$ cat src/design/mmfs_pkg.sv
package mmfs_pkg;

  // frame geometry
  localparam int MAX_WIDTH  = 1024;
  localparam int MAX_HEIGHT = 1024;
  localparam int POS_W      = 10;   // column / row position
  localparam int SIZE_W     = 11;   // configured width / height

  // accumulator and arithmetic widths
  localparam int PIX_W   = 8;
  localparam int N_W     = 21;      // pixels per frame
  localparam int SUM_W   = 28;
  localparam int SQ_W    = 36;
  localparam int CNT_W   = 19;
  localparam int MUL_W   = 28;      // shared multiplier operand
  localparam int PROD_W  = 2 * MUL_W;
  localparam int DN_W    = 37;      // dev^2 * N
  localparam int SPLIT   = 18;      // low part of a split operand
  localparam int LHS_W   = 57;
  localparam int RHS_W   = 59;

  localparam logic [CNT_W-1:0] COUNT_MAX  = '1;
  localparam logic [POS_W-1:0] POS_ONES   = '1;
  localparam logic [POS_W-1:0] BOX_MARGIN = POS_W'(10);

  // configuration port
  localparam int CFG_IDX_W = 3;
  localparam int CFG_W     = 19;
  localparam logic [CFG_IDX_W-1:0] CFG_FRAME_WIDTH     = CFG_IDX_W'(0);
  localparam logic [CFG_IDX_W-1:0] CFG_FRAME_HEIGHT    = CFG_IDX_W'(1);
  localparam logic [CFG_IDX_W-1:0] CFG_PIXEL_THRESHOLD = CFG_IDX_W'(2);
  localparam logic [CFG_IDX_W-1:0] CFG_DEV_LIMIT       = CFG_IDX_W'(3);
  localparam logic [CFG_IDX_W-1:0] CFG_MOTION_TRIGGER  = CFG_IDX_W'(4);

  // frame record queue
  localparam int Q_DEPTH  = 2;
  localparam int QPTR_W   = $clog2(Q_DEPTH);
  localparam int QFILL_W  = $clog2(Q_DEPTH + 1);

  typedef struct packed {
    logic [PIX_W-1:0] pixel;
    logic             frame_start;
  } pixel_word_t;

  typedef struct packed {
    logic [CNT_W-1:0] change_count;
    logic             deviation_ok;
    logic [9:0]       box_min_x;
    logic [9:0]       box_max_x;
    logic [9:0]       box_min_y;
    logic [9:0]       box_max_y;
    logic             frame_motion;
    logic             motion_confirmed;
  } result_word_t;

  typedef struct packed {
    logic [SIZE_W-1:0] frame_width;
    logic [SIZE_W-1:0] frame_height;
    logic [7:0]        pixel_threshold;
    logic [7:0]        dev_limit;
    logic [CNT_W-1:0]  motion_trigger;
  } cfg_regs_t;

  // one finished frame, handed from front to back
  typedef struct packed {
    logic [SUM_W-1:0]  sum;
    logic [SQ_W-1:0]   sq;
    logic [CNT_W-1:0]  cnt;
    logic [POS_W-1:0]  least_col;
    logic [POS_W-1:0]  greatest_col;
    logic [POS_W-1:0]  least_row;
    logic [POS_W-1:0]  greatest_row;
    logic [SIZE_W-1:0] w;
    logic [SIZE_W-1:0] h;
    logic [7:0]        dev_limit;
    logic [CNT_W-1:0]  motion_trigger;
  } frame_rec_t;

  typedef struct packed {
    logic full;
    logic empty;
  } queue_status_t;

  function automatic logic [SIZE_W-1:0] clamp_size(input logic [SIZE_W-1:0] v,
                                                   input logic [SIZE_W-1:0] maxv);
    logic [SIZE_W-1:0] r;
    if (v == '0) begin
      r = SIZE_W'(1);
    end else if (v > maxv) begin
      r = maxv;
    end else begin
      r = v;
    end
    return r;
  endfunction

endpackage

$ cat src/design/motion_mask_frame_statistics.sv
// Motion-mask frame statistics. Takes one 8-bit mask pixel word per clock in raster
// order, tracks column and row from frame_width / frame_height, and at the last pixel
// of each frame delivers one result word: the changed-pixel count (even rows and
// columns at or above pixel_threshold), the widened bounding box, the stddev test
// against the deviation limit, and the frame / confirmed motion flags. Pixel input
// runs at one word per cycle; the end-of-frame test runs on a 28x28 multiplier
// sequencer in the back end, which waits in its done state on a result stall. Two
// finished frames can wait in the queue between front and back, so input only stalls
// when frames are shorter than about ten pixels or the result side holds off.
// Configuration is taken at any time (cfg_ready is always high); write it between
// frames. No clearing pass after reset.
module motion_mask_frame_statistics (
  input  logic                                 clk,
  input  logic                                 rst,
  // config write channel
  input  logic                                 cfg_valid,
  output logic                                 cfg_ready,
  input  logic [mmfs_pkg::CFG_IDX_W-1:0]       cfg_index,
  input  logic [mmfs_pkg::CFG_W-1:0]           cfg_data,
  // pixel words
  input  logic                                 pixel_valid,
  output logic                                 pixel_ready,
  input  mmfs_pkg::pixel_word_t                pixel_word,
  // result words
  output logic                                 result_valid,
  input  logic                                 result_ready,
  output mmfs_pkg::result_word_t               result_word
);
  import mmfs_pkg::*;

  cfg_regs_t     cfg;
  logic          push, pop;
  frame_rec_t    push_rec, head;
  queue_status_t q_status;

  assign cfg_ready = 1'b1;

  // register file; writes past the list are dropped
  always_ff @(posedge clk) begin
    if (rst) begin
      cfg.frame_width     <= SIZE_W'(640);
      cfg.frame_height    <= SIZE_W'(480);
      cfg.pixel_threshold <= 8'd32;
      cfg.dev_limit       <= 8'd20;
      cfg.motion_trigger  <= CNT_W'(5);
    end else if (cfg_valid && cfg_ready) begin
      case (cfg_index)
        CFG_FRAME_WIDTH:     cfg.frame_width     <= cfg_data[SIZE_W-1:0];
        CFG_FRAME_HEIGHT:    cfg.frame_height    <= cfg_data[SIZE_W-1:0];
        CFG_PIXEL_THRESHOLD: cfg.pixel_threshold <= cfg_data[7:0];
        CFG_DEV_LIMIT:       cfg.dev_limit       <= cfg_data[7:0];
        CFG_MOTION_TRIGGER:  cfg.motion_trigger  <= cfg_data[CNT_W-1:0];
        default: ;
      endcase
    end
  end

  // front: position tracking and per-frame accumulation
  mmfs_front u_front (
    .clk        (clk),
    .rst        (rst),
    .cfg        (cfg),
    .pixel_valid(pixel_valid),
    .pixel_ready(pixel_ready),
    .pixel_word (pixel_word),
    .q_status   (q_status),
    .push       (push),
    .push_rec   (push_rec)
  );

  // finished-frame records
  mmfs_queue u_queue (
    .clk     (clk),
    .rst     (rst),
    .push    (push),
    .push_rec(push_rec),
    .pop     (pop),
    .head    (head),
    .status  (q_status)
  );

  // back: deviation test, box widening, motion flags, output register
  mmfs_back u_back (
    .clk         (clk),
    .rst         (rst),
    .q_status    (q_status),
    .head        (head),
    .pop         (pop),
    .result_valid(result_valid),
    .result_ready(result_ready),
    .result_word (result_word)
  );

`ifndef SYNTHESIS
  // front never pushes into a full queue
  a_no_overflow: assert property (@(posedge clk) disable iff (rst)
    push |-> !q_status.full)
    else $error("frame record pushed into full queue");

  // no changes means an all-zero box
  a_empty_box: assert property (@(posedge clk) disable iff (rst)
    (result_valid && (result_word.change_count == '0)) |->
      (result_word.box_min_x == '0) && (result_word.box_max_x == '0) &&
      (result_word.box_min_y == '0) && (result_word.box_max_y == '0))
    else $error("nonzero box with zero change count");

  // failed deviation test zeroes the count
  a_dev_fail: assert property (@(posedge clk) disable iff (rst)
    (result_valid && !result_word.deviation_ok) |-> (result_word.change_count == '0))
    else $error("count reported with failed deviation test");

  // confirmation needs motion on this frame
  a_confirm: assert property (@(posedge clk) disable iff (rst)
    (result_valid && result_word.motion_confirmed) |-> result_word.frame_motion)
    else $error("motion confirmed without frame motion");
`endif

endmodule

$ cat src/design/mmfs_front.sv
module mmfs_front (
  input  logic                  clk,
  input  logic                  rst,
  input  mmfs_pkg::cfg_regs_t   cfg,
  input  logic                  pixel_valid,
  output logic                  pixel_ready,
  input  mmfs_pkg::pixel_word_t pixel_word,
  input  mmfs_pkg::queue_status_t q_status,
  output logic                  push,
  output mmfs_pkg::frame_rec_t  push_rec
);
  import mmfs_pkg::*;

  logic [POS_W-1:0] column_pos, row_pos;
  logic [SUM_W-1:0] pixel_sum;
  logic [SQ_W-1:0]  pixel_square_sum;
  logic [CNT_W-1:0] changed_count;
  logic [POS_W-1:0] least_column, greatest_column, least_row, greatest_row;

  logic              fs, accept, sampled, col_end, row_end, last;
  logic [POS_W-1:0]  col, row;
  logic [SUM_W-1:0]  sum_b, sum_next;
  logic [SQ_W-1:0]   sq_b, sq_next;
  logic [CNT_W-1:0]  cnt_b, cnt_next;
  logic [POS_W-1:0]  lc_b, gc_b, lr_b, gr_b, lc_next, gc_next, lr_next, gr_next;
  logic [15:0]       pix_sq;
  logic [SIZE_W-1:0] w, h;

  assign pixel_ready = !q_status.full;
  assign accept      = pixel_valid && pixel_ready;
  assign fs          = pixel_word.frame_start;

  // frame start drops whatever partial frame is in flight
  assign col   = fs ? '0 : column_pos;
  assign row   = fs ? '0 : row_pos;
  assign sum_b = fs ? '0 : pixel_sum;
  assign sq_b  = fs ? '0 : pixel_square_sum;
  assign cnt_b = fs ? '0 : changed_count;
  assign lc_b  = fs ? POS_ONES : least_column;
  assign gc_b  = fs ? '0 : greatest_column;
  assign lr_b  = fs ? POS_ONES : least_row;
  assign gr_b  = fs ? '0 : greatest_row;

  assign w = clamp_size(cfg.frame_width, SIZE_W'(MAX_WIDTH));
  assign h = clamp_size(cfg.frame_height, SIZE_W'(MAX_HEIGHT));

  assign pix_sq   = 16'(pixel_word.pixel) * 16'(pixel_word.pixel);
  assign sum_next = sum_b + SUM_W'(pixel_word.pixel);
  assign sq_next  = sq_b + SQ_W'(pix_sq);

  assign sampled = !col[0] && !row[0] && (pixel_word.pixel >= cfg.pixel_threshold);

  always_comb begin
    cnt_next = cnt_b;
    lc_next  = lc_b;
    gc_next  = gc_b;
    lr_next  = lr_b;
    gr_next  = gr_b;
    if (sampled) begin
      if (cnt_b != COUNT_MAX) begin
        cnt_next = cnt_b + CNT_W'(1);
      end
      if (col < lc_b) lc_next = col;
      if (col > gc_b) gc_next = col;
      if (row < lr_b) lr_next = row;
      if (row > gr_b) gr_next = row;
    end
  end

  // a column or row past a shrunken size also ends the line / frame
  assign col_end = (SIZE_W'(col) + SIZE_W'(1)) >= w;
  assign row_end = (SIZE_W'(row) + SIZE_W'(1)) >= h;
  assign last    = col_end && row_end;
  assign push    = accept && last;

  always_comb begin
    push_rec.sum            = sum_next;
    push_rec.sq             = sq_next;
    push_rec.cnt            = cnt_next;
    push_rec.least_col      = lc_next;
    push_rec.greatest_col   = gc_next;
    push_rec.least_row      = lr_next;
    push_rec.greatest_row   = gr_next;
    push_rec.w              = w;
    push_rec.h              = h;
    push_rec.dev_limit      = cfg.dev_limit;
    push_rec.motion_trigger = cfg.motion_trigger;
  end

  always_ff @(posedge clk) begin
    if (rst || push) begin
      column_pos       <= '0;
      row_pos          <= '0;
      pixel_sum        <= '0;
      pixel_square_sum <= '0;
      changed_count    <= '0;
      least_column     <= POS_ONES;
      greatest_column  <= '0;
      least_row        <= POS_ONES;
      greatest_row     <= '0;
    end else if (accept) begin
      column_pos       <= col_end ? '0 : col + POS_W'(1);
      row_pos          <= col_end ? row + POS_W'(1) : row;
      pixel_sum        <= sum_next;
      pixel_square_sum <= sq_next;
      changed_count    <= cnt_next;
      least_column     <= lc_next;
      greatest_column  <= gc_next;
      least_row        <= lr_next;
      greatest_row     <= gr_next;
    end
  end

endmodule

$ cat src/design/mmfs_queue.sv
module mmfs_queue (
  input  logic                    clk,
  input  logic                    rst,
  input  logic                    push,
  input  mmfs_pkg::frame_rec_t    push_rec,
  input  logic                    pop,
  output mmfs_pkg::frame_rec_t    head,
  output mmfs_pkg::queue_status_t status
);
  import mmfs_pkg::*;

  frame_rec_t          slots [Q_DEPTH];
  logic [QPTR_W-1:0]   wr_ptr, rd_ptr;
  logic [QFILL_W-1:0]  fill;

  function automatic logic [QPTR_W-1:0] bump(input logic [QPTR_W-1:0] p);
    return (p == QPTR_W'(Q_DEPTH - 1)) ? '0 : p + QPTR_W'(1);
  endfunction

  assign head         = slots[rd_ptr];
  assign status.full  = (fill == QFILL_W'(Q_DEPTH));
  assign status.empty = (fill == '0);

  always_ff @(posedge clk) begin
    if (push) begin
      slots[wr_ptr] <= push_rec;
    end
  end

  always_ff @(posedge clk) begin
    if (rst) begin
      wr_ptr <= '0;
      rd_ptr <= '0;
      fill   <= '0;
    end else begin
      if (push) wr_ptr <= bump(wr_ptr);
      if (pop)  rd_ptr <= bump(rd_ptr);
      case ({push, pop})
        2'b10:   fill <= fill + QFILL_W'(1);
        2'b01:   fill <= fill - QFILL_W'(1);
        default: fill <= fill;
      endcase
    end
  end

endmodule

$ cat src/design/mmfs_back.sv
module mmfs_back (
  input  logic                    clk,
  input  logic                    rst,
  input  mmfs_pkg::queue_status_t q_status,
  input  mmfs_pkg::frame_rec_t    head,
  output logic                    pop,
  output logic                    result_valid,
  input  logic                    result_ready,
  output mmfs_pkg::result_word_t  result_word
);
  import mmfs_pkg::*;

  localparam logic [3:0] ST_IDLE = 4'd0;
  localparam logic [3:0] ST_DD   = 4'd1;
  localparam logic [3:0] ST_DN   = 4'd2;
  localparam logic [3:0] ST_LHS0 = 4'd3;
  localparam logic [3:0] ST_LHS1 = 4'd4;
  localparam logic [3:0] ST_RHS0 = 4'd5;
  localparam logic [3:0] ST_RHS1 = 4'd6;
  localparam logic [3:0] ST_SS   = 4'd7;
  localparam logic [3:0] ST_ACC  = 4'd8;
  localparam logic [3:0] ST_DONE = 4'd9;

  logic [3:0]        state, state_next;
  frame_rec_t        rec;
  logic [N_W-1:0]    n_reg;
  logic [DN_W-1:0]   dn;
  logic [PROD_W-1:0] prod, mul_out;
  logic [LHS_W-1:0]  lhs;
  logic [RHS_W-1:0]  rhs;
  logic              prev_motion;

  logic [MUL_W-1:0]  mul_a, mul_b;
  logic              out_free, finish, ok, fm;
  logic [CNT_W-1:0]  count;
  logic [POS_W-1:0]  mnx, mxx, mny, mxy;
  logic [SIZE_W:0]   x_far, y_far;

  assign pop      = (state == ST_IDLE) && !q_status.empty;
  assign out_free = !result_valid || result_ready;
  assign finish   = (state == ST_DONE) && out_free;

  // shared multiplier operand select
  always_comb begin
    case (state)
      ST_DD: begin
        mul_a = MUL_W'(rec.dev_limit);
        mul_b = MUL_W'(rec.dev_limit);
      end
      ST_DN: begin
        mul_a = MUL_W'(prod[15:0]);
        mul_b = MUL_W'(n_reg);
      end
      ST_LHS0: begin
        mul_a = MUL_W'(n_reg);
        mul_b = MUL_W'(rec.sq[SPLIT-1:0]);
      end
      ST_LHS1: begin
        mul_a = MUL_W'(n_reg);
        mul_b = MUL_W'(rec.sq[SQ_W-1:SPLIT]);
      end
      ST_RHS0: begin
        mul_a = MUL_W'(dn[SPLIT-1:0]);
        mul_b = MUL_W'(n_reg);
      end
      ST_RHS1: begin
        mul_a = MUL_W'(dn[DN_W-1:SPLIT]);
        mul_b = MUL_W'(n_reg);
      end
      ST_SS: begin
        mul_a = MUL_W'(rec.sum);
        mul_b = MUL_W'(rec.sum);
      end
      default: begin
        mul_a = '0;
        mul_b = '0;
      end
    endcase
  end

  assign mul_out = mul_a * mul_b;

  always_comb begin
    case (state)
      ST_IDLE: state_next = pop ? ST_DD : ST_IDLE;
      ST_DD:   state_next = ST_DN;
      ST_DN:   state_next = ST_LHS0;
      ST_LHS0: state_next = ST_LHS1;
      ST_LHS1: state_next = ST_RHS0;
      ST_RHS0: state_next = ST_RHS1;
      ST_RHS1: state_next = ST_SS;
      ST_SS:   state_next = ST_ACC;
      ST_ACC:  state_next = ST_DONE;
      ST_DONE: state_next = out_free ? ST_IDLE : ST_DONE;
      default: state_next = ST_IDLE;
    endcase
  end

  // N*sumsq < dev^2*N^2 + sum^2
  assign ok    = RHS_W'(lhs) < rhs;
  assign count = ok ? rec.cnt : '0;
  assign fm    = count >= rec.motion_trigger;
  assign x_far = (SIZE_W + 1)'(rec.greatest_col) + (SIZE_W + 1)'(BOX_MARGIN) + (SIZE_W + 1)'(1);
  assign y_far = (SIZE_W + 1)'(rec.greatest_row) + (SIZE_W + 1)'(BOX_MARGIN) + (SIZE_W + 1)'(1);

  always_comb begin
    mnx = '0;
    mxx = '0;
    mny = '0;
    mxy = '0;
    if (count != '0) begin
      mnx = (rec.least_col > BOX_MARGIN) ? rec.least_col - BOX_MARGIN : rec.least_col;
      mny = (rec.least_row > BOX_MARGIN) ? rec.least_row - BOX_MARGIN : rec.least_row;
      mxx = (x_far < (SIZE_W + 1)'(rec.w)) ? rec.greatest_col + BOX_MARGIN
                                             : rec.greatest_col;
      mxy = (y_far < (SIZE_W + 1)'(rec.h)) ? rec.greatest_row + BOX_MARGIN
                                             : rec.greatest_row;
    end
  end

  always_ff @(posedge clk) begin
    if (rst) begin
      state        <= ST_IDLE;
      result_valid <= 1'b0;
      prev_motion  <= 1'b0;
    end else begin
      state <= state_next;
      if (finish) begin
        result_valid <= 1'b1;
        prev_motion  <= fm;
      end else if (result_ready) begin
        result_valid <= 1'b0;
      end
    end
  end

  always_ff @(posedge clk) begin
    prod <= mul_out;
    case (state)
      ST_IDLE: begin
        if (pop) begin
          rec   <= head;
          n_reg <= N_W'(head.w) * N_W'(head.h);
        end
      end
      ST_LHS0: dn  <= prod[DN_W-1:0];
      ST_LHS1: lhs <= LHS_W'(prod);
      ST_RHS0: lhs <= lhs + LHS_W'({prod, {SPLIT{1'b0}}});
      ST_RHS1: rhs <= RHS_W'(prod);
      ST_SS:   rhs <= rhs + RHS_W'({prod, {SPLIT{1'b0}}});
      ST_ACC:  rhs <= rhs + RHS_W'(prod);
      ST_DONE: begin
        if (out_free) begin
          result_word.change_count     <= count;
          result_word.deviation_ok     <= ok;
          result_word.box_min_x        <= 10'(mnx);
          result_word.box_max_x        <= 10'(mxx);
          result_word.box_min_y        <= 10'(mny);
          result_word.box_max_y        <= 10'(mxy);
          result_word.frame_motion     <= fm;
          result_word.motion_confirmed <= fm && prev_motion;
        end
      end
      default: ;
    endcase
  end

endmodule
$ cat config.mk
export PLATFORM = sky130hd
export DESIGN_NAME = motion_mask_frame_statistics
export DESIGN_NICKNAME = d
export VERILOG_FILES = /design/src/design/mmfs_pkg.sv /design/src/design/motion_mask_frame_statistics.sv /design/src/design/mmfs_front.sv /design/src/design/mmfs_queue.sv /design/src/design/mmfs_back.sv
export SDC_FILE = /design/constraint.sdc
export NUM_CORES = 2
export LEC_CHECK = 0
export BUFFER_PORTS_ARGS = -buffer_cell sky130_fd_sc_hd__buf_2
export CAP_MARGIN = 20
export CORE_UTILIZATION = 30
export CTS_CLUSTER_DIAMETER = 200
export DETAILED_ROUTE_END_ITERATION = 6
export PLACE_DENSITY_LB_ADDON = 0.12
export SLEW_MARGIN = 20
export SYNTH_ARGS = -nofsm -noshare
export SYNTH_HDL_FRONTEND = slang
export SYNTH_SLANG_ARGS = --single-unit
$ cat constraint.sdc
create_clock -name clk -period 67.3 [get_ports clk]
set_input_delay 3.365 -clock clk [delete_from_list [all_inputs] [get_ports clk]]
set_output_delay 3.365 -clock clk [all_outputs]
set_load 0.005 [all_outputs]
==> results.ini <==
[worst_hold_path]
hold_path_end=u_queue.slots[0][23]
min_path_type=flop to flop
hold_depth=0
min-delay-start=cfg[23]

[cells_and_area]
largest_register_ffs=344
area_growth_pct=10.7
largestRegisters=u_queue.slots: 344 flops, u_back.rec: 172 flops, u_back.result_word: 62 flops
mostFrequentLayoutCells=inv_1 (1252), nand2_1 (1072), fa_1 (794), edfxtp_1 (752), nor2_1 (722)
final_nets=9879
final_common_cell=inv_1
finalNonFillerCells=12100
largest-register=u_queue.slots
final_layout_size_suffix_gt1_share_pct=7.54

[timing]
final_hold_viol_count=0
skew_ps=103
post-route-period-util_pct=16.4
slew-limit-headroom_pct=20.1
fmax_ghz=0.0907
rsz0062_at_grt=no
min_period_ps=11030
finalSetupTns_ps=0
finalSetupViolCount=0
worst_slew_pin_slew_ps=1200
slew_viol_final=0

[detailed_routing]
drtPass1Iterations=7
drtIter0Drc=3790
wl_mm=271
drc=0
viasPerCell=4.93
wl_per_cell_microns=22.4
ant_nets=0
via_count=59600

[yosys]
yosysSeqAreaShare_pct=33.9
ys_warn_count=0
syn_inst=8443
ys_ff_latch=1019
synth_area_sq_um=82400
synth-edff-count=752
syn-num-nets=9901
async_reset_ff_share_pct=0
synth.avg_cell_area_sq_um=9.75
synthDistinctLibCells=89
synthFlopType=edfxtp_1

[setup_path]
cp.arrival_ps=11650
startpoint_type=flop
crit_top_cell=fa_1
critPathSlowestCell=and2_1
cp_max_fo=41
timing.rr.start=u_back.state[3]
cp-end-kind=flop
worstPathRequired_ps=67920
slowest_delay_ps=880
r2r_setup_slack_ps=56270
ff2ff_path_depth=32
rr_endpoint=u_back.prod[53]
critical_path_class=flop to flop

[global_route]
antenna_found_initial=20
grt_pass1_wl_mm=404
grt_pass1_vias=61800
grt_max_degree=147
grt_use_total_pct=19.5
grt-ovfl-total=0

[die]
die_h_microns=526
die_w_microns=526
start_util_pct=30.3
placementRows=191
core_area_sq_um=272000
dieArea_sq_um=277000
io_pins=101

[clock_network]
cts.repair.resized=0
tritoncts=built
clock-sinks=1019
clkTransAtPathRegs_ps=60
cts_made_buffers=120
hold_buffers=0
clkLatencyLatePin_ps=800
cts_max_level=3
post_cts_buffers=0
clockBufferDepth=3
root_buffer=clkbuf_16

[run_status]
status=complete, no violations

[job]
drv_cap=0

[placement]
portBuffers=99
post-place-cells=11900
post-dp-hpwl_mm=203
gp_congestion=0.910

[power_and_ir_drop]
powerDensity_nw_per_um2=16.3
p_leak_nw=40.2
irDropWorstVdd_mv=0.0217

synthesized netlist by cell type, drive strengths merged, types with 18 or more instances:
master  number  area (sq um)
nor4        18           113
and2       117           732
nand2b      43           269
xor2       117          1020
mux2       172          1940
a21o       152          1140
edfxtp     752         22600
or3         28           175
nand2     1076          4040
fa         794         15900
a211oi      28           215
a31oi       44           275
o21ai      298          1490
buf         26           106
nor3        75           375
o21bai      34           255
a22oi       74           556
nand4       73           457
xnor2      214          1870
and3        77           482
a21oi      401          2010
nor2b       95           594
inv       1253          4700
ha         628          7860
nand3      166           831
mux2i       58           581
clkbuf     339          1270
nor2       729          2740
dfxtp      267          5350
o21a        30           225
worst max-delay path by stage:
stage / start / endpoint / slack, ps / cells past startpoint
floorplan: u_back.state[2] / u_queue.fill[1] / 45080 / 7
global placement: u_back.state[3] / u_back.prod[54] / 56430 / 32
detailed placement: u_back.state[3] / u_back.prod[53] / 56320 / 32
CTS: u_back.state[3] / u_back.prod[54] / 56290 / 32
global route: u_back.state[3] / u_back.prod[54] / 55740 / 32
finish: u_back.state[3] / u_back.prod[53] / 56270 / 32
cell families after synthesis:
kind of cell    after synthesis  synth area share, %
mux                         230                 3.06
xor+xnor                    331                 3.52
compound gates             1245                 9.46
buf+inv                    1628                 7.43
simple gates               2567                 13.8
flops                      1019                 33.9
fa+ha+maj                  1422                 28.8
other cells                   1              0.00455
routing by layer:
metal / GRT usage, % / vias to the layer above / wire length, microns
met5: 0 / - / 36
met4: 6.49 / 6 / 9660
met3: 2.55 / 360 / 12000
met2: 33.1 / 1347 / 130000
met1: 25.5 / 30100 / 119000
li1: - / 27900 / -
stage by stage:
step | setup slack, ps | instance area (sq um) | hold slack (ps) | total power, W | utilization (%)
finish | 56270 | 91200 | 421 | 0.00149 | 33.5
global route | 55740 | 91200 | 422 | 0.00155 | 33.5
CTS | 56290 | 91200 | 407 | 0.00151 | 33.5
detailed placement | 56320 | 87000 | 440 | 0.000821 | 32.0
global placement | 56430 | 87000 | 430 | 0.000819 | 32.0
floorplan | 45080 | 82400 | 425 | 0.000786 | -
worst max-delay path: cells and delay by family (launching register included):
| family | cells | cell delay (ps) |
|---|---|---|
| and+or+nand+nor | 11 | 4270 |
| DFF | 1 | 450 |
| xor gates and xnor gates | 1 | 140 |
| AOI/OAI and AO/OA | 6 | 1400 |
| adders and majority gates | 8 | 3840 |
| buffers and inverters | 6 | 790 |
where the power goes:
group	internal, W	switching [W]
logic	0.0000439	0.0000752
clock network	0.000401	0.000284
registers	0.000683	0.00000360
area by class of cell:
| cell class | instances | area (sq um) |
|---|---|---|
| sequential | 1019 | 27900 |
| clock buffer | 155 | 3300 |
| multi-input combinational | 5796 | 48400 |
| timing repair buffer | 221 | 1430 |
| clock inverter | 74 | 866 |
| fill | 27900 | 181000 |
| inverter | 1263 | 4740 |
| tap | 3570 | 4470 |
| antenna | 4 | 10.0 |
Power figures use the tool's default switching activity.
